===== src/hdl/rhc_pkg.sv =====
// shared types and width constants for the rgb to hsv converter
// no dependencies
`timescale 1ns / 1ps

package rhc_pkg;

    typedef enum logic [1:0] {
        SECTOR_RED   = 2'd0,
        SECTOR_GREEN = 2'd1,
        SECTOR_BLUE  = 2'd2
    } sector_t;

    // extra bits over channel + hue width for the hue dividend
    localparam int HUE_NUM_PAD = 4;
    // extra bits over channel width for the hue divisor (12 * delta)
    localparam int HUE_DEN_PAD = 4;
    // extra bit over twice the channel width for the saturation dividend
    localparam int SAT_NUM_PAD = 1;
    // extra bit over channel width for the saturation divisor (2 * max)
    localparam int SAT_DEN_PAD = 1;

endpackage


===== src/hdl/rhc_front.sv =====
// front end: max/min/sector stage, then dividend and divisor build stage
// depends on rhc_pkg
`timescale 1ns / 1ps

module rhc_front #(
    parameter int CHANNEL_BITS = 8,
    parameter int HUE_BITS = 16,
    localparam int HN_W = CHANNEL_BITS + HUE_BITS + rhc_pkg::HUE_NUM_PAD,
    localparam int HD_W = CHANNEL_BITS + rhc_pkg::HUE_DEN_PAD,
    localparam int SN_W = 2 * CHANNEL_BITS + rhc_pkg::SAT_NUM_PAD,
    localparam int SD_W = CHANNEL_BITS + rhc_pkg::SAT_DEN_PAD
) (
    input  logic                    clk,
    input  logic                    rst_n,
    input  logic                    in_valid,
    output logic                    in_ready,
    input  logic [CHANNEL_BITS-1:0] red,
    input  logic [CHANNEL_BITS-1:0] green,
    input  logic [CHANNEL_BITS-1:0] blue,
    input  logic [CHANNEL_BITS-1:0] alpha_in,
    output logic                    out_valid,
    input  logic                    out_ready,
    output logic [HN_W-1:0]         hue_num,
    output logic [HD_W-1:0]         hue_den,
    output logic [SN_W-1:0]         sat_num,
    output logic [SD_W-1:0]         sat_den,
    output logic [CHANNEL_BITS-1:0] bright,
    output logic [CHANNEL_BITS-1:0] alpha,
    output logic                    hue_ok
);

    localparam int C  = CHANNEL_BITS;
    localparam int NW = C + rhc_pkg::HUE_DEN_PAD;

    // stage 1
    logic                  v1_reg;
    logic [C-1:0]          r1_reg;
    logic [C-1:0]          g1_reg;
    logic [C-1:0]          b1_reg;
    logic [C-1:0]          a1_reg;
    logic [C-1:0]          mx1_reg;
    logic [C-1:0]          mn1_reg;
    rhc_pkg::sector_t      sec1_reg;
    logic [C-1:0]          mx1_next;
    logic [C-1:0]          mn1_next;
    rhc_pkg::sector_t      sec1_next;

    // stage 2
    logic                  v2_reg;
    logic [HN_W-1:0]       hnum_reg;
    logic [HD_W-1:0]       hden_reg;
    logic [SN_W-1:0]       snum_reg;
    logic [SD_W-1:0]       sden_reg;
    logic [C-1:0]          bright_reg;
    logic [C-1:0]          alpha_reg;
    logic                  hok_reg;
    logic [HN_W-1:0]       hnum_next;
    logic [HD_W-1:0]       hden_next;
    logic [SN_W-1:0]       snum_next;
    logic [SD_W-1:0]       sden_next;
    logic                  hok_next;

    logic                  rdy1;
    logic                  rdy2;
    logic [C-1:0]          delta;
    logic [NW-1:0]         d_ext;
    logic [NW-1:0]         six_d;
    logic [NW-1:0]         off;
    logic [C-1:0]          xa;
    logic [C-1:0]          ya;
    logic [NW-1:0]         n_raw;
    logic [NW-1:0]         n_fix;

    assign rdy2     = !v2_reg || out_ready;
    assign rdy1     = !v1_reg || rdy2;
    assign in_ready = rdy1;

    // largest channel picks the sector, red then green win ties
    always_comb
    begin
        if (red >= green && red >= blue)
        begin
            sec1_next = rhc_pkg::SECTOR_RED;
            mx1_next  = red;
        end
        else if (green >= blue)
        begin
            sec1_next = rhc_pkg::SECTOR_GREEN;
            mx1_next  = green;
        end
        else
        begin
            sec1_next = rhc_pkg::SECTOR_BLUE;
            mx1_next  = blue;
        end
        mn1_next = (red < green) ? red : green;
        if (blue < mn1_next)
        begin
            mn1_next = blue;
        end
    end

    always_ff @(posedge clk or negedge rst_n)
    begin
        if (!rst_n)
        begin
            v1_reg <= 1'b0;
        end
        else if (rdy1)
        begin
            v1_reg <= in_valid;
        end
    end

    always_ff @(posedge clk)
    begin
        if (rdy1 && in_valid)
        begin
            r1_reg   <= red;
            g1_reg   <= green;
            b1_reg   <= blue;
            a1_reg   <= alpha_in;
            mx1_reg  <= mx1_next;
            mn1_reg  <= mn1_next;
            sec1_reg <= sec1_next;
        end
    end

    // hue numerator in sixths times delta, wrapped into 0 .. 6*delta
    always_comb
    begin
        delta = mx1_reg - mn1_reg;
        d_ext = NW'(delta);
        six_d = (d_ext << 2) + (d_ext << 1);
        case (sec1_reg)
            rhc_pkg::SECTOR_GREEN:
            begin
                off = d_ext << 1;
                xa  = b1_reg;
                ya  = r1_reg;
            end
            rhc_pkg::SECTOR_BLUE:
            begin
                off = d_ext << 2;
                xa  = r1_reg;
                ya  = g1_reg;
            end
            default:
            begin
                off = '0;
                xa  = g1_reg;
                ya  = b1_reg;
            end
        endcase
        n_raw = off + NW'(xa) - NW'(ya);
        n_fix = n_raw[NW-1] ? (n_raw + six_d) : n_raw;

        hnum_next = {n_fix[C+2:0], {(HUE_BITS + 1){1'b0}}} + HN_W'(six_d);
        hden_next = HD_W'(six_d << 1);
        snum_next = {delta, {(C + 1){1'b0}}} - SN_W'({delta, 1'b0}) + SN_W'(mx1_reg);
        sden_next = {mx1_reg, 1'b0};
        hok_next  = (delta != '0);
    end

    always_ff @(posedge clk or negedge rst_n)
    begin
        if (!rst_n)
        begin
            v2_reg <= 1'b0;
        end
        else if (rdy2)
        begin
            v2_reg <= v1_reg;
        end
    end

    always_ff @(posedge clk)
    begin
        if (rdy2 && v1_reg)
        begin
            hnum_reg   <= hnum_next;
            hden_reg   <= hden_next;
            snum_reg   <= snum_next;
            sden_reg   <= sden_next;
            bright_reg <= mx1_reg;
            alpha_reg  <= a1_reg;
            hok_reg    <= hok_next;
        end
    end

    assign out_valid = v2_reg;
    assign hue_num   = hnum_reg;
    assign hue_den   = hden_reg;
    assign sat_num   = snum_reg;
    assign sat_den   = sden_reg;
    assign bright    = bright_reg;
    assign alpha     = alpha_reg;
    assign hue_ok    = hok_reg;

endmodule


===== src/hdl/rhc_div_pipe.sv =====
// pipelined restoring dividers for hue and saturation, one quotient bit per stage
// depends on rhc_pkg
`timescale 1ns / 1ps

module rhc_div_pipe #(
    parameter int CHANNEL_BITS = 8,
    parameter int HUE_BITS = 16,
    localparam int HQ   = HUE_BITS + 1,
    localparam int HN_W = CHANNEL_BITS + HUE_BITS + rhc_pkg::HUE_NUM_PAD,
    localparam int HD_W = CHANNEL_BITS + rhc_pkg::HUE_DEN_PAD,
    localparam int SN_W = 2 * CHANNEL_BITS + rhc_pkg::SAT_NUM_PAD,
    localparam int SD_W = CHANNEL_BITS + rhc_pkg::SAT_DEN_PAD
) (
    input  logic                    clk,
    input  logic                    rst_n,
    input  logic                    in_valid,
    output logic                    in_ready,
    input  logic [HN_W-1:0]         hue_num,
    input  logic [HD_W-1:0]         hue_den,
    input  logic [SN_W-1:0]         sat_num,
    input  logic [SD_W-1:0]         sat_den,
    input  logic [CHANNEL_BITS-1:0] bright,
    input  logic [CHANNEL_BITS-1:0] alpha,
    input  logic                    hue_ok,
    output logic                    out_valid,
    input  logic                    out_ready,
    output logic [HQ-1:0]           hue_quo,
    output logic [CHANNEL_BITS-1:0] sat_quo,
    output logic [CHANNEL_BITS-1:0] out_bright,
    output logic [CHANNEL_BITS-1:0] out_alpha,
    output logic                    out_hue_ok
);

    localparam int C  = CHANNEL_BITS;
    localparam int NS = (HQ > C) ? HQ : C;

    wire                v_s    [0:NS];
    wire                rdy    [0:NS];
    wire [HN_W-1:0]     hrem_s [0:NS];
    wire [HD_W-1:0]     hden_s [0:NS];
    wire [HQ-1:0]       hq_s   [0:NS];
    wire [SN_W-1:0]     srem_s [0:NS];
    wire [SD_W-1:0]     sden_s [0:NS];
    wire [C-1:0]        sq_s   [0:NS];
    wire [C-1:0]        br_s   [0:NS];
    wire [C-1:0]        al_s   [0:NS];
    wire                hok_s  [0:NS];

    assign v_s[0]    = in_valid;
    assign hrem_s[0] = hue_num;
    assign hden_s[0] = hue_den;
    assign hq_s[0]   = '0;
    assign srem_s[0] = sat_num;
    assign sden_s[0] = sat_den;
    assign sq_s[0]   = '0;
    assign br_s[0]   = bright;
    assign al_s[0]   = alpha;
    assign hok_s[0]  = hue_ok;
    assign rdy[NS]   = out_ready;
    assign in_ready  = rdy[0];

    for (genvar k = 0; k < NS; k++)
    begin : g_stage
        logic              v_reg;
        logic [HN_W-1:0]   hrem_reg;
        logic [HD_W-1:0]   hden_reg;
        logic [HQ-1:0]     hq_reg;
        logic [SN_W-1:0]   srem_reg;
        logic [SD_W-1:0]   sden_reg;
        logic [C-1:0]      sq_reg;
        logic [C-1:0]      br_reg;
        logic [C-1:0]      al_reg;
        logic              hok_reg;
        logic [HN_W-1:0]   hrem_next;
        logic [HQ-1:0]     hq_next;
        logic [SN_W-1:0]   srem_next;
        logic [C-1:0]      sq_next;

        if (k < HQ)
        begin : g_hue
            logic [HN_W-1:0] hsub;
            assign hsub = HN_W'(hden_s[k]) << (HQ - 1 - k);
            always_comb
            begin
                if (hrem_s[k] >= hsub)
                begin
                    hrem_next = hrem_s[k] - hsub;
                    hq_next   = {hq_s[k][HQ-2:0], 1'b1};
                end
                else
                begin
                    hrem_next = hrem_s[k];
                    hq_next   = {hq_s[k][HQ-2:0], 1'b0};
                end
            end
        end
        else
        begin : g_hue_hold
            assign hrem_next = hrem_s[k];
            assign hq_next   = hq_s[k];
        end

        if (k < C)
        begin : g_sat
            logic [SN_W-1:0] ssub;
            assign ssub = SN_W'(sden_s[k]) << (C - 1 - k);
            always_comb
            begin
                if (srem_s[k] >= ssub)
                begin
                    srem_next = srem_s[k] - ssub;
                    sq_next   = {sq_s[k][C-2:0], 1'b1};
                end
                else
                begin
                    srem_next = srem_s[k];
                    sq_next   = {sq_s[k][C-2:0], 1'b0};
                end
            end
        end
        else
        begin : g_sat_hold
            assign srem_next = srem_s[k];
            assign sq_next   = sq_s[k];
        end

        assign rdy[k] = !v_reg || rdy[k+1];

        always_ff @(posedge clk or negedge rst_n)
        begin
            if (!rst_n)
            begin
                v_reg <= 1'b0;
            end
            else if (rdy[k])
            begin
                v_reg <= v_s[k];
            end
        end

        always_ff @(posedge clk)
        begin
            if (rdy[k] && v_s[k])
            begin
                hrem_reg <= hrem_next;
                hden_reg <= hden_s[k];
                hq_reg   <= hq_next;
                srem_reg <= srem_next;
                sden_reg <= sden_s[k];
                sq_reg   <= sq_next;
                br_reg   <= br_s[k];
                al_reg   <= al_s[k];
                hok_reg  <= hok_s[k];
            end
        end

        assign v_s[k+1]    = v_reg;
        assign hrem_s[k+1] = hrem_reg;
        assign hden_s[k+1] = hden_reg;
        assign hq_s[k+1]   = hq_reg;
        assign srem_s[k+1] = srem_reg;
        assign sden_s[k+1] = sden_reg;
        assign sq_s[k+1]   = sq_reg;
        assign br_s[k+1]   = br_reg;
        assign al_s[k+1]   = al_reg;
        assign hok_s[k+1]  = hok_reg;
    end

    assign out_valid  = v_s[NS];
    assign hue_quo    = hq_s[NS];
    assign sat_quo    = sq_s[NS];
    assign out_bright = br_s[NS];
    assign out_alpha  = al_s[NS];
    assign out_hue_ok = hok_s[NS];

endmodule


===== src/hdl/rhc_out.sv =====
// output register: hue wrap, grey and black masking, result beat holding
// no package dependencies
`timescale 1ns / 1ps

module rhc_out #(
    parameter int CHANNEL_BITS = 8,
    parameter int HUE_BITS = 16
) (
    input  logic                    clk,
    input  logic                    rst_n,
    input  logic                    in_valid,
    output logic                    in_ready,
    input  logic [HUE_BITS:0]       hue_quo,
    input  logic [CHANNEL_BITS-1:0] sat_quo,
    input  logic [CHANNEL_BITS-1:0] bright,
    input  logic [CHANNEL_BITS-1:0] alpha,
    input  logic                    hue_ok,
    output logic                    out_valid,
    input  logic                    out_ready,
    output logic [HUE_BITS-1:0]     hue,
    output logic [CHANNEL_BITS-1:0] saturation,
    output logic [CHANNEL_BITS-1:0] brightness,
    output logic [CHANNEL_BITS-1:0] alpha_out,
    output logic                    hue_valid
);

    logic                    valid_reg;
    logic [HUE_BITS-1:0]     hue_reg;
    logic [CHANNEL_BITS-1:0] sat_reg;
    logic [CHANNEL_BITS-1:0] bright_reg;
    logic [CHANNEL_BITS-1:0] alpha_reg;
    logic                    hv_reg;
    logic [HUE_BITS-1:0]     hue_next;
    logic [CHANNEL_BITS-1:0] sat_next;

    assign in_ready = !valid_reg || out_ready;

    // a full turn reads zero
    always_comb
    begin
        hue_next = (hue_ok && !hue_quo[HUE_BITS]) ? hue_quo[HUE_BITS-1:0] : '0;
        sat_next = hue_ok ? sat_quo : '0;
    end

    always_ff @(posedge clk or negedge rst_n)
    begin
        if (!rst_n)
        begin
            valid_reg <= 1'b0;
        end
        else if (in_ready)
        begin
            valid_reg <= in_valid;
        end
    end

    always_ff @(posedge clk)
    begin
        if (in_ready && in_valid)
        begin
            hue_reg    <= hue_next;
            sat_reg    <= sat_next;
            bright_reg <= bright;
            alpha_reg  <= alpha;
            hv_reg     <= hue_ok;
        end
    end

    assign out_valid  = valid_reg;
    assign hue        = hue_reg;
    assign saturation = sat_reg;
    assign brightness = bright_reg;
    assign alpha_out  = alpha_reg;
    assign hue_valid  = hv_reg;

endmodule


===== src/hdl/rgb_to_hsv_convert_top.sv =====
// Converts one RGBA pixel per beat to hue, saturation and value with alpha
// passed through. Takes a new pixel every clock while the output side is not
// stalled. The pipeline holds the hue divider, which resolves one quotient bit
// per pipeline stage (HUE_BITS + 1 stages), with the saturation divider running
// alongside, two front stages for max/min and operand build, and one output
// register. Black and grey pixels give hue 0 with the hue_valid flag low. No
// setup after reset.
// depends on rhc_pkg, rhc_front, rhc_div_pipe, rhc_out
`timescale 1ns / 1ps

module rgb_to_hsv_convert_top #(
    parameter int CHANNEL_BITS = 8,
    parameter int HUE_BITS = 16,
    localparam int IN_W  = ((4 * CHANNEL_BITS + 7) / 8) * 8,
    localparam int OUT_W = ((HUE_BITS + 3 * CHANNEL_BITS + 7) / 8) * 8
) (
    input  logic             clk,
    input  logic             rst_n,
    input  logic             s_axis_tvalid,
    output logic             s_axis_tready,
    input  logic [IN_W-1:0]  s_axis_tdata,   // red, green, blue, alpha_in, zero pad
    output logic             m_axis_tvalid,
    input  logic             m_axis_tready,
    output logic [OUT_W-1:0] m_axis_tdata,   // hue, saturation, brightness, alpha_out, zero pad
    output logic [0:0]       m_axis_tuser    // hue_valid
);

    localparam int C    = CHANNEL_BITS;
    localparam int HN_W = C + HUE_BITS + rhc_pkg::HUE_NUM_PAD;
    localparam int HD_W = C + rhc_pkg::HUE_DEN_PAD;
    localparam int SN_W = 2 * C + rhc_pkg::SAT_NUM_PAD;
    localparam int SD_W = C + rhc_pkg::SAT_DEN_PAD;

    logic [C-1:0]        red;
    logic [C-1:0]        green;
    logic [C-1:0]        blue;
    logic [C-1:0]        alpha_in;

    logic                f_valid;
    logic                f_ready;
    logic [HN_W-1:0]     f_hnum;
    logic [HD_W-1:0]     f_hden;
    logic [SN_W-1:0]     f_snum;
    logic [SD_W-1:0]     f_sden;
    logic [C-1:0]        f_bright;
    logic [C-1:0]        f_alpha;
    logic                f_hok;

    logic                d_valid;
    logic                d_ready;
    logic [HUE_BITS:0]   d_hq;
    logic [C-1:0]        d_sq;
    logic [C-1:0]        d_bright;
    logic [C-1:0]        d_alpha;
    logic                d_hok;

    logic [HUE_BITS-1:0] hue;
    logic [C-1:0]        saturation;
    logic [C-1:0]        brightness;
    logic [C-1:0]        alpha_out;
    logic                hue_valid;

    assign red      = s_axis_tdata[C-1:0];
    assign green    = s_axis_tdata[2*C-1:C];
    assign blue     = s_axis_tdata[3*C-1:2*C];
    assign alpha_in = s_axis_tdata[4*C-1:3*C];

    rhc_front #(
        .CHANNEL_BITS (CHANNEL_BITS),
        .HUE_BITS     (HUE_BITS)
    ) u_front (
        .clk       (clk),
        .rst_n     (rst_n),
        .in_valid  (s_axis_tvalid),
        .in_ready  (s_axis_tready),
        .red       (red),
        .green     (green),
        .blue      (blue),
        .alpha_in  (alpha_in),
        .out_valid (f_valid),
        .out_ready (f_ready),
        .hue_num   (f_hnum),
        .hue_den   (f_hden),
        .sat_num   (f_snum),
        .sat_den   (f_sden),
        .bright    (f_bright),
        .alpha     (f_alpha),
        .hue_ok    (f_hok)
    );

    rhc_div_pipe #(
        .CHANNEL_BITS (CHANNEL_BITS),
        .HUE_BITS     (HUE_BITS)
    ) u_div (
        .clk        (clk),
        .rst_n      (rst_n),
        .in_valid   (f_valid),
        .in_ready   (f_ready),
        .hue_num    (f_hnum),
        .hue_den    (f_hden),
        .sat_num    (f_snum),
        .sat_den    (f_sden),
        .bright     (f_bright),
        .alpha      (f_alpha),
        .hue_ok     (f_hok),
        .out_valid  (d_valid),
        .out_ready  (d_ready),
        .hue_quo    (d_hq),
        .sat_quo    (d_sq),
        .out_bright (d_bright),
        .out_alpha  (d_alpha),
        .out_hue_ok (d_hok)
    );

    rhc_out #(
        .CHANNEL_BITS (CHANNEL_BITS),
        .HUE_BITS     (HUE_BITS)
    ) u_out (
        .clk        (clk),
        .rst_n      (rst_n),
        .in_valid   (d_valid),
        .in_ready   (d_ready),
        .hue_quo    (d_hq),
        .sat_quo    (d_sq),
        .bright     (d_bright),
        .alpha      (d_alpha),
        .hue_ok     (d_hok),
        .out_valid  (m_axis_tvalid),
        .out_ready  (m_axis_tready),
        .hue        (hue),
        .saturation (saturation),
        .brightness (brightness),
        .alpha_out  (alpha_out),
        .hue_valid  (hue_valid)
    );

    always_comb
    begin
        m_axis_tdata = '0;
        m_axis_tdata[HUE_BITS-1:0]                  = hue;
        m_axis_tdata[HUE_BITS+C-1:HUE_BITS]         = saturation;
        m_axis_tdata[HUE_BITS+2*C-1:HUE_BITS+C]     = brightness;
        m_axis_tdata[HUE_BITS+3*C-1:HUE_BITS+2*C]   = alpha_out;
        m_axis_tuser[0]                             = hue_valid;
    end

endmodule


===== config.mk =====
export PLATFORM = sky130hd
export DESIGN_NAME = rgb_to_hsv_convert_top
export DESIGN_NICKNAME = d
export VERILOG_FILES = /design/src/hdl/rhc_pkg.sv /design/src/hdl/rhc_front.sv /design/src/hdl/rhc_div_pipe.sv /design/src/hdl/rhc_out.sv /design/src/hdl/rgb_to_hsv_convert_top.sv
export SDC_FILE = /design/constraint.sdc
export NUM_CORES = 2
export LEC_CHECK = 0
export BUFFER_PORTS_ARGS = -buffer_cell sky130_fd_sc_hd__clkbuf_2
export CORE_MARGIN = 2
export CORE_UTILIZATION = 63
export CTS_CLUSTER_SIZE = 14
export DETAILED_ROUTE_END_ITERATION = 12
export GPL_TIMING_DRIVEN = 0
export PLACE_DENSITY = 0.76
export REMOVE_ABC_BUFFERS = 1
export SYNTH_ARGS = -nofsm -noshare
export SYNTH_HDL_FRONTEND = slang
export SYNTH_SLANG_ARGS = --single-unit

===== constraint.sdc =====
create_clock -name clk -period 9.3 [get_ports clk]
set_input_delay 0.93 -clock clk [delete_from_list [all_inputs] [get_ports clk]]
set_output_delay 0.93 -clock clk [all_outputs]
set_load 0.1 [all_outputs]

# [Yosys cells after proc, flatten, opt, wreduce, memory -nomap -nowiden]
# Index checks and enable logic that the tools add are counted.
[totals] regBits=1477 in_bits=36 output_inout_bits=43 elab_cells=346
[classes] add_sub_neg=31 order_cmp=30 n_eq_ne=2 n_mux=57 n_reduce_logical=64
[ops] operator="2-to-1 mux 28 bit" n=16
[ops] operator="2-to-1 mux 17 bit" n=7
[ops] operator="2-to-1 mux 8 bit" n=4
[ops] operator="one-hot mux 8 bit (2 select lines)" n=2
[ops] operator="adder 28 x 12 -> 28 bit" n=1
[ops] operator=">= comparator 28 x 12 -> 1 bit" n=1
[ops] operator=">= comparator 28 x 13 -> 1 bit" n=1
[ops] operator=">= comparator 28 x 14 -> 1 bit" n=1
[ops] operator=">= comparator 28 x 15 -> 1 bit" n=1
[ops] operator=">= comparator 28 x 16 -> 1 bit" n=1
[ops] operator=">= comparator 28 x 17 -> 1 bit" n=1
[ops] operator=">= comparator 28 x 18 -> 1 bit" n=1
[ops] operator=">= comparator 28 x 19 -> 1 bit" n=1
[ops] operator=">= comparator 28 x 20 -> 1 bit" n=1
[ops] operator=">= comparator 28 x 21 -> 1 bit" n=1
[ops] operator=">= comparator 28 x 22 -> 1 bit" n=1
[ops] operator=">= comparator 28 x 23 -> 1 bit" n=1
[ops] operator=">= comparator 28 x 24 -> 1 bit" n=1
[ops] operator=">= comparator 28 x 25 -> 1 bit" n=1
[ops] operator=">= comparator 28 x 26 -> 1 bit" n=1
[ops] operator=">= comparator 28 x 27 -> 1 bit" n=1
[ops] operator=">= comparator 28 bit" n=1
[ops] operator="subtractor 28 x 13 -> 28 bit" n=1
[ops] operator="subtractor 28 x 14 -> 28 bit" n=1
[ops] operator="other kinds (48)" n=135

# [Depth between registers and ports, before layout]
[depth] word_depth=22 mapped_depth=23 depth_no_buf=23

# [Cells and area by module]
# Synthesis repeated with hierarchy kept, for this count alone.
[hier_totals] hier_cells=4990 area_unflattened_um2=69629.3
[modules_own_cells] module="rhc_div_pipe" instances=1 cells_per_inst=4286 area_each_um2=61094.8 seq_area_each_um2=41624.9
[modules_own_cells] module="rhc_front" instances=1 cells_per_inst=633 area_each_um2=7058.0 seq_area_each_um2=3173.0
[modules_own_cells] module="rhc_out" instances=1 cells_per_inst=71 area_each_um2=1476.4 seq_area_each_um2=1256.2

# [Worst setup path before layout]
# No wires, ideal clock.
[synth_timing] path_type="register to register" startpoint="reg u_out.valid_reg (netlist: u_out.out_valid)" endpoint="reg u_div.g_stage[5].al_reg[0] (enable)" setup_time_ns=0.605 arrival_ns=6.506 required_time_ns=8.695 path_slack_ns=2.188 stages_incl_launch_ff=6 n_path_buf=0 synth_period_minus_slack_ns=7.112 cell_sequence="dfrtp_1 nor2b_1 and2_1 nand2_1 nor4_1 a21boi_0"
[synth_between] elab_chain_cells=15
[synth_lines] item="start, declared" line="rhc_out.sv:27" rtl="logic valid_reg;"
[synth_lines] item="start signal, assigned" line="rhc_out.sv:53" rtl="valid_reg <= in_valid;"
[synth_lines] item="logical NOT 1 bit" line="rhc_out.sv:36" rtl="assign in_ready = !valid_reg || out_ready;"
[synth_lines] item="logical OR 1 bit" line="rhc_out.sv:36"
[synth_lines] item="logical OR 1 bit (12 in series)" line="rhc_div_pipe.sv:127" rtl="assign rdy[k] = !v_reg || rdy[k+1];"
[synth_lines] item="logical AND 1 bit" line="rhc_div_pipe.sv:143" rtl="if (rdy[k] && v_s[k])"
[synth_lines] item="end signal, assigned" line="rhc_div_pipe.sv:152" rtl="al_reg <= al_s[k];"
[synth_lines] item="end, declared" line="rhc_div_pipe.sv:72" rtl="logic [C-1:0] al_reg;"
# No other way between the ends.
# A chain may end at the register's enable or synchronous reset.

# [Final worst setup path]
[layout_timing] startpoint="reg u_front.mn1_reg[0]" endpoint="reg u_front.hnum_reg[27] (netlist: u_front.hue_num[27]) (data pin)"
[layout_between] elab_chain_cells=7 elab_cells_between_ends=8 cone_classes="add/sub (6); mux (2)"
[layout_lines] item="start, declared" line="rhc_front.sv:42" rtl="logic [C-1:0] mn1_reg;"
[layout_lines] item="start signal, assigned" line="rhc_front.sv:124" rtl="mn1_reg <= mn1_next;"
[layout_lines] item="subtractor 8 bit (*)" line="rhc_front.sv:132" rtl="delta = mx1_reg - mn1_reg;"
[layout_lines] item="one-hot mux 10 bit (2 select lines)" line="rhc_front.sv:135" rtl="case (sec1_reg)"
[layout_lines] item="adder 10 x 8 -> 11 bit" line="rhc_front.sv:155" rtl="n_raw = off + NW'(xa) - NW'(ya);"
[layout_lines] item="subtractor 11 x 8 -> 12 bit" line="rhc_front.sv:155"
[layout_lines] item="adder 11 bit" line="rhc_front.sv:156" rtl="n_fix = n_raw[NW-1] ? (n_raw + six_d) : n_raw;"
[layout_lines] item="2-to-1 mux 11 bit" line="rhc_front.sv:156"
[layout_lines] item="adder 28 x 12 -> 28 bit (*)" line="rhc_front.sv:158" rtl="hnum_next = {n_fix[C+2:0], {(HUE_BITS + 1){1'b0}}} + HN_W'(six_d);"
[layout_lines] item="net u_front.hnum_next[27]" line="rhc_front.sv:57" rtl="logic [HN_W-1:0] hnum_next;"
[layout_lines] item="end signal, assigned" line="rhc_front.sv:181" rtl="hnum_reg <= hnum_next;"
[layout_lines] item="end, declared" line="rhc_front.sv:50" rtl="logic [HN_W-1:0] hnum_reg;"
# Mark *: on every way through the listed nets, which the timed path passes. The rest lies on a longest branch.

==> Flow_metrics.wiki <==
{| class="wikitable"
! Metric !! Value
|-
| Post-layout nets || 4850
|-
| Total power density per cell area || 311 nW/um2
|-
| Portion of netlist area occupied by mux cells || 1.92%
|-
| Total overflow reported by the global router || 0
|-
| Arrival time of the worst setup path || 6.10 ns
|-
| Post-CTS clock slew at the launch and capture registers of the worst setup and hold paths || 0.06 ns
|-
| Clock network latency to the later pin of the worst-skew pair || 0.73 ns
|-
| Post-detailed-route wirelength per cell || 17.8 um
|-
| Adder-cell area share of the yosys netlist || 7.97%
|-
| Post-synthesis cell area || 58500 um2
|-
| Initial cell density of the core || 63.7%
|-
| Worst slew margin relative to its limit || 15.3%
|-
| Cell area after placement || 60800 um2
|-
| Number of synthesized flops with an enable pin || 1248
|-
| Share of post-route cells with drive strength above 1 || 9.82%
|-
| Result of the run || finished clean
|-
| Number of instances in the synthesized netlist || 4284
|-
| Maximum level of the CTS H-tree || 4
|-
| Die extent in y || 309 um
|-
| Final GP Congestion || 0.886
|-
| Violation count after the first detailed-routing iteration || 2314
|-
| Average cell area after synthesis || 13.6 um2
|-
| Detail-routed via count per cell || 5.71
|-
| Maximum ir drop on the vdd rail || 0.299 mV
|-
| Final period utilization || 60.4%
|-
| CP Class || reg2reg
|-
| Via count of the first global-routing pass || 32700
|-
| Final wirelength || 104000 um
|-
| Share of the synthesized area in compound gates (AO/OA/AOI/OAI) || 8.23%
|-
| Post-CTS setup-driven buffer insertion count || 0
|-
| Min-Delay Path Class || in2async
|-
| Flip-flop count of the largest register, all copies and words added || 342
|-
| # diodes || 0
|-
| Via count of the routed design || 33100
|-
| RSZ-0062 raised after global routing || no
|-
| Data required, critical path || 9.78 ns
|-
| Max Cap Violations || 0
|-
| Main combinational cell family by area after synthesis || simple AND/OR/NAND/NOR gates
|-
| CTS Hold Bufs || 0
|-
| Die Area || 95300 um2
|-
| Setup Viol. Count Final || 0
|-
| Routed wire length on met2 || 52900 um
|-
| Total core area || 91800 um2
|-
| Most frequent standard cell in the layout excluding fill and tap cells || edfxtp_1
|-
| Main flop type after synthesis || edfxtp_1
|-
| Total of warnings raised by yosys || 0
|-
| Flops & latches, synth || 1268
|-
| Count of cells resized by post-cts repair || 0
|-
| Pin count of the biggest net entering global routing || 77
|-
| Clock tree root driver cell || clkbuf_16
|-
| Met3 WL post-DR || 4470 um
|-
| Share of synthesized registers carrying an async set or reset || 1.58%
|-
| Placement Rows || 111
|-
| Horizontal die dimension || 309 um
|-
| Area Growth Syn to Fin || 11.2%
|-
| Worst Clk Skew || 0.0148 ns
|-
| Final number of max-transition violations || 0
|-
| Post-Synth XOR/XNOR Area || 4.24%
|-
| Count of TritonRoute iterations in the first routing pass || 5
|-
| Number of buffers inserted by port buffering || 78
|-
| Nature of the critical path startpoint || flip-flop
|-
| Fraction of the yosys area taken by sequential cells || 65.0%
|-
| Initial antenna violation count || 0
|-
| Minimum period implied by the final worst setup slack || 5.62 ns
|-
| Design area || 65000 um2
|-
| Slew at the pin closest to its max-slew limit || 1.27 ns
|-
| I/O pin cnt || 79
|-
| Wire length of the first global-routing pass || 168000 um
|-
| Clock sinks || 1268
|-
| Met1 WL || 42800 um
|-
| Number of buffers created by CTS || 131
|-
| Simple-gate share of the synthesized area || 9.88%
|-
| Peak fanout along the critical path || 7
|-
| Highest-count cells in the layout ignoring fill and taps || 1248 x edfxtp_1, 370 x inv_1, 318 x ha_1, 232 x nand2_1, 226 x nor2_1
|-
| Post-synthesis cell type count || 96
|-
| Post-Layout Cell Count || 5807
|-
| CTS tree || yes
|-
| Post-detail-place hpwl || 74500 um
|-
| Leak || 24.4 nW
|-
| Crit. End Element || flip-flop
|-
| Clock buffer depth || 3
|-
| Total Routing Usage GR || 22.4%
|-
| Number of endpoints with negative hold slack in the final report || 0
|-
| Remaining number of nets flagged by the antenna check after routing || 0
|-
| Highest signal layer in the routed design || met4
|-
| Remaining DRCs || 0
|-
| Count of placed standard cells including taps || 5571
|-
| Highest Clock Rate || 178 MHz
|}
## area by class of cell
class                      count  area (um2)
multi-input combinational   2585       19000
tap                         1243        1560
sequential                  1268       38000
clock inverter                75         658
clock buffer                 160        3520
fill                        6032       26800
timing repair buffer         105         906
inverter                     371        1400
## worst max-delay path: stages, from the launching register on
cell	delay [ns]
edfxtp_1	0.37
ha_1	0.24
fa_1	0.42
xnor2_1	0.82
a22oi_1	0.13
or2_2	0.34
fa_1	0.48
inv_1	0.05
ha_1	0.34
a21oi_1	0.21
inv_1	0.06
a21oi_1	0.17
xnor2_1	0.16
ha_1	0.28
inv_1	0.10
nor2_1	0.07
or4_1	0.50
a41oi_1	0.27
xor2_1	0.16
nor2_1	0.06
xnor2_1	0.14
## report_power, final
part           leakage, nW  internal (mW)  total, mW  switching (mW)
Sequential            12.1           7.99       8.67           0.676
Clock                 2.03           2.95       5.04            2.08
Combinational         10.3           2.78       6.53            3.75
## metrics by stage
stage | utilization, % | setup TNS, ns | setup slack [ns] | hold slack, ns | power (mW)
after CTS | 70.8 | 0 | 3.67 | 0.155 | 20.3
after detailed placement | 66.2 | 0 | 3.68 | 0.405 | 15.2
after floorplan | - | 0 | 2.19 | 0.400 | 13.7
after global placement | 65.5 | -20.86 | -0.324 | 0.400 | 15.0
after global routing | 70.8 | 0 | 3.31 | 0.205 | 21.5
final | 70.8 | 0 | 3.68 | 0.183 | 20.2
## cell usage after synthesis (9+ instances only)
| cell | count | area share, % |
|---|---|---|
| a211oi_1 | 24 | 0.31 |
| a21boi_0 | 20 | 0.26 |
| a21o_1 | 67 | 0.86 |
| a21oi_1 | 174 | 1.5 |
| a22oi_1 | 25 | 0.32 |
| a31oi_1 | 20 | 0.21 |
| and2_1 | 42 | 0.45 |
| and3_1 | 13 | 0.14 |
| and4_1 | 11 | 0.16 |
| buf_2 | 9 | 0.077 |
| clkbuf_1 | 46 | 0.30 |
| dfrtp_1 | 20 | 0.86 |
| edfxtp_1 | 1248 | 64 |
| fa_1 | 34 | 1.2 |
| ha_1 | 318 | 6.8 |
| inv_1 | 370 | 2.4 |
| mux2_2 | 67 | 1.3 |
| mux2i_1 | 35 | 0.60 |
| nand2_1 | 232 | 1.5 |
| nand2b_1 | 64 | 0.68 |
| nand3_1 | 39 | 0.33 |
| nand3b_1 | 12 | 0.15 |
| nand4_1 | 47 | 0.50 |
| nand4b_1 | 11 | 0.16 |
| nor2_1 | 226 | 1.5 |
| nor2b_1 | 77 | 0.82 |
| nor3_1 | 108 | 0.92 |
| nor4_1 | 64 | 0.68 |
| nor4b_1 | 14 | 0.21 |
| o211ai_1 | 12 | 0.15 |
| o21a_1 | 53 | 0.68 |
| o21ai_0 | 223 | 1.9 |
| o31a_1 | 24 | 0.36 |
| o31ai_1 | 26 | 0.33 |
| o41ai_1 | 10 | 0.15 |
| or2_2 | 31 | 0.33 |
| or3_1 | 38 | 0.41 |
| or4_1 | 24 | 0.31 |
| xnor2_1 | 136 | 2.0 |
| xor2_1 | 147 | 2.2 |
## worst paths after layout
kind / from / to / slack [ns] / cells after the start
setup / recovery: u_front.mn1_reg[0]$_DFFE_PP_ / u_front.hue_num[27]$_DFFE_PP_ / 3.68 / 20
hold / removal: rst_n / u_front.v1_reg$_DFFE_PN0N_ / 0.18 / 1
setup reg to reg: u_front.mn1_reg[0]$_DFFE_PP_ / u_front.hue_num[27]$_DFFE_PP_ / 3.68 / 20
hold reg to reg: u_div.g_stage[4].al_reg[4]$_DFFE_PP_ / u_div.g_stage[5].al_reg[4]$_DFFE_PP_ / 0.41 / 0
max in group asynchronous: rst_n / u_out.out_valid$_DFFE_PN0P_ / 8.73 / 1
min in group clk: s_axis_tdata[27] / u_front.a1_reg[3]$_DFFE_PP_ / 0.38 / 1
## routing by layer
metal | up-vias | global-route usage [%]
li1 | 16300 | -
met5 | - | 0
met2 | 777 | 39.7
met3 | 198 | 3.64
met4 | 0 | 8.50
met1 | 15800 | 27.6
## cell families after synthesis
family | Yosys count
AOI/OAI and AO/OA | 755
xor gates and xnor gates | 283
adders and majority gates | 352
buffers and inverters | 431
DFF | 1268
muxes | 103
and+or+nand+nor | 1092
(Power assumes the default switching activity.)
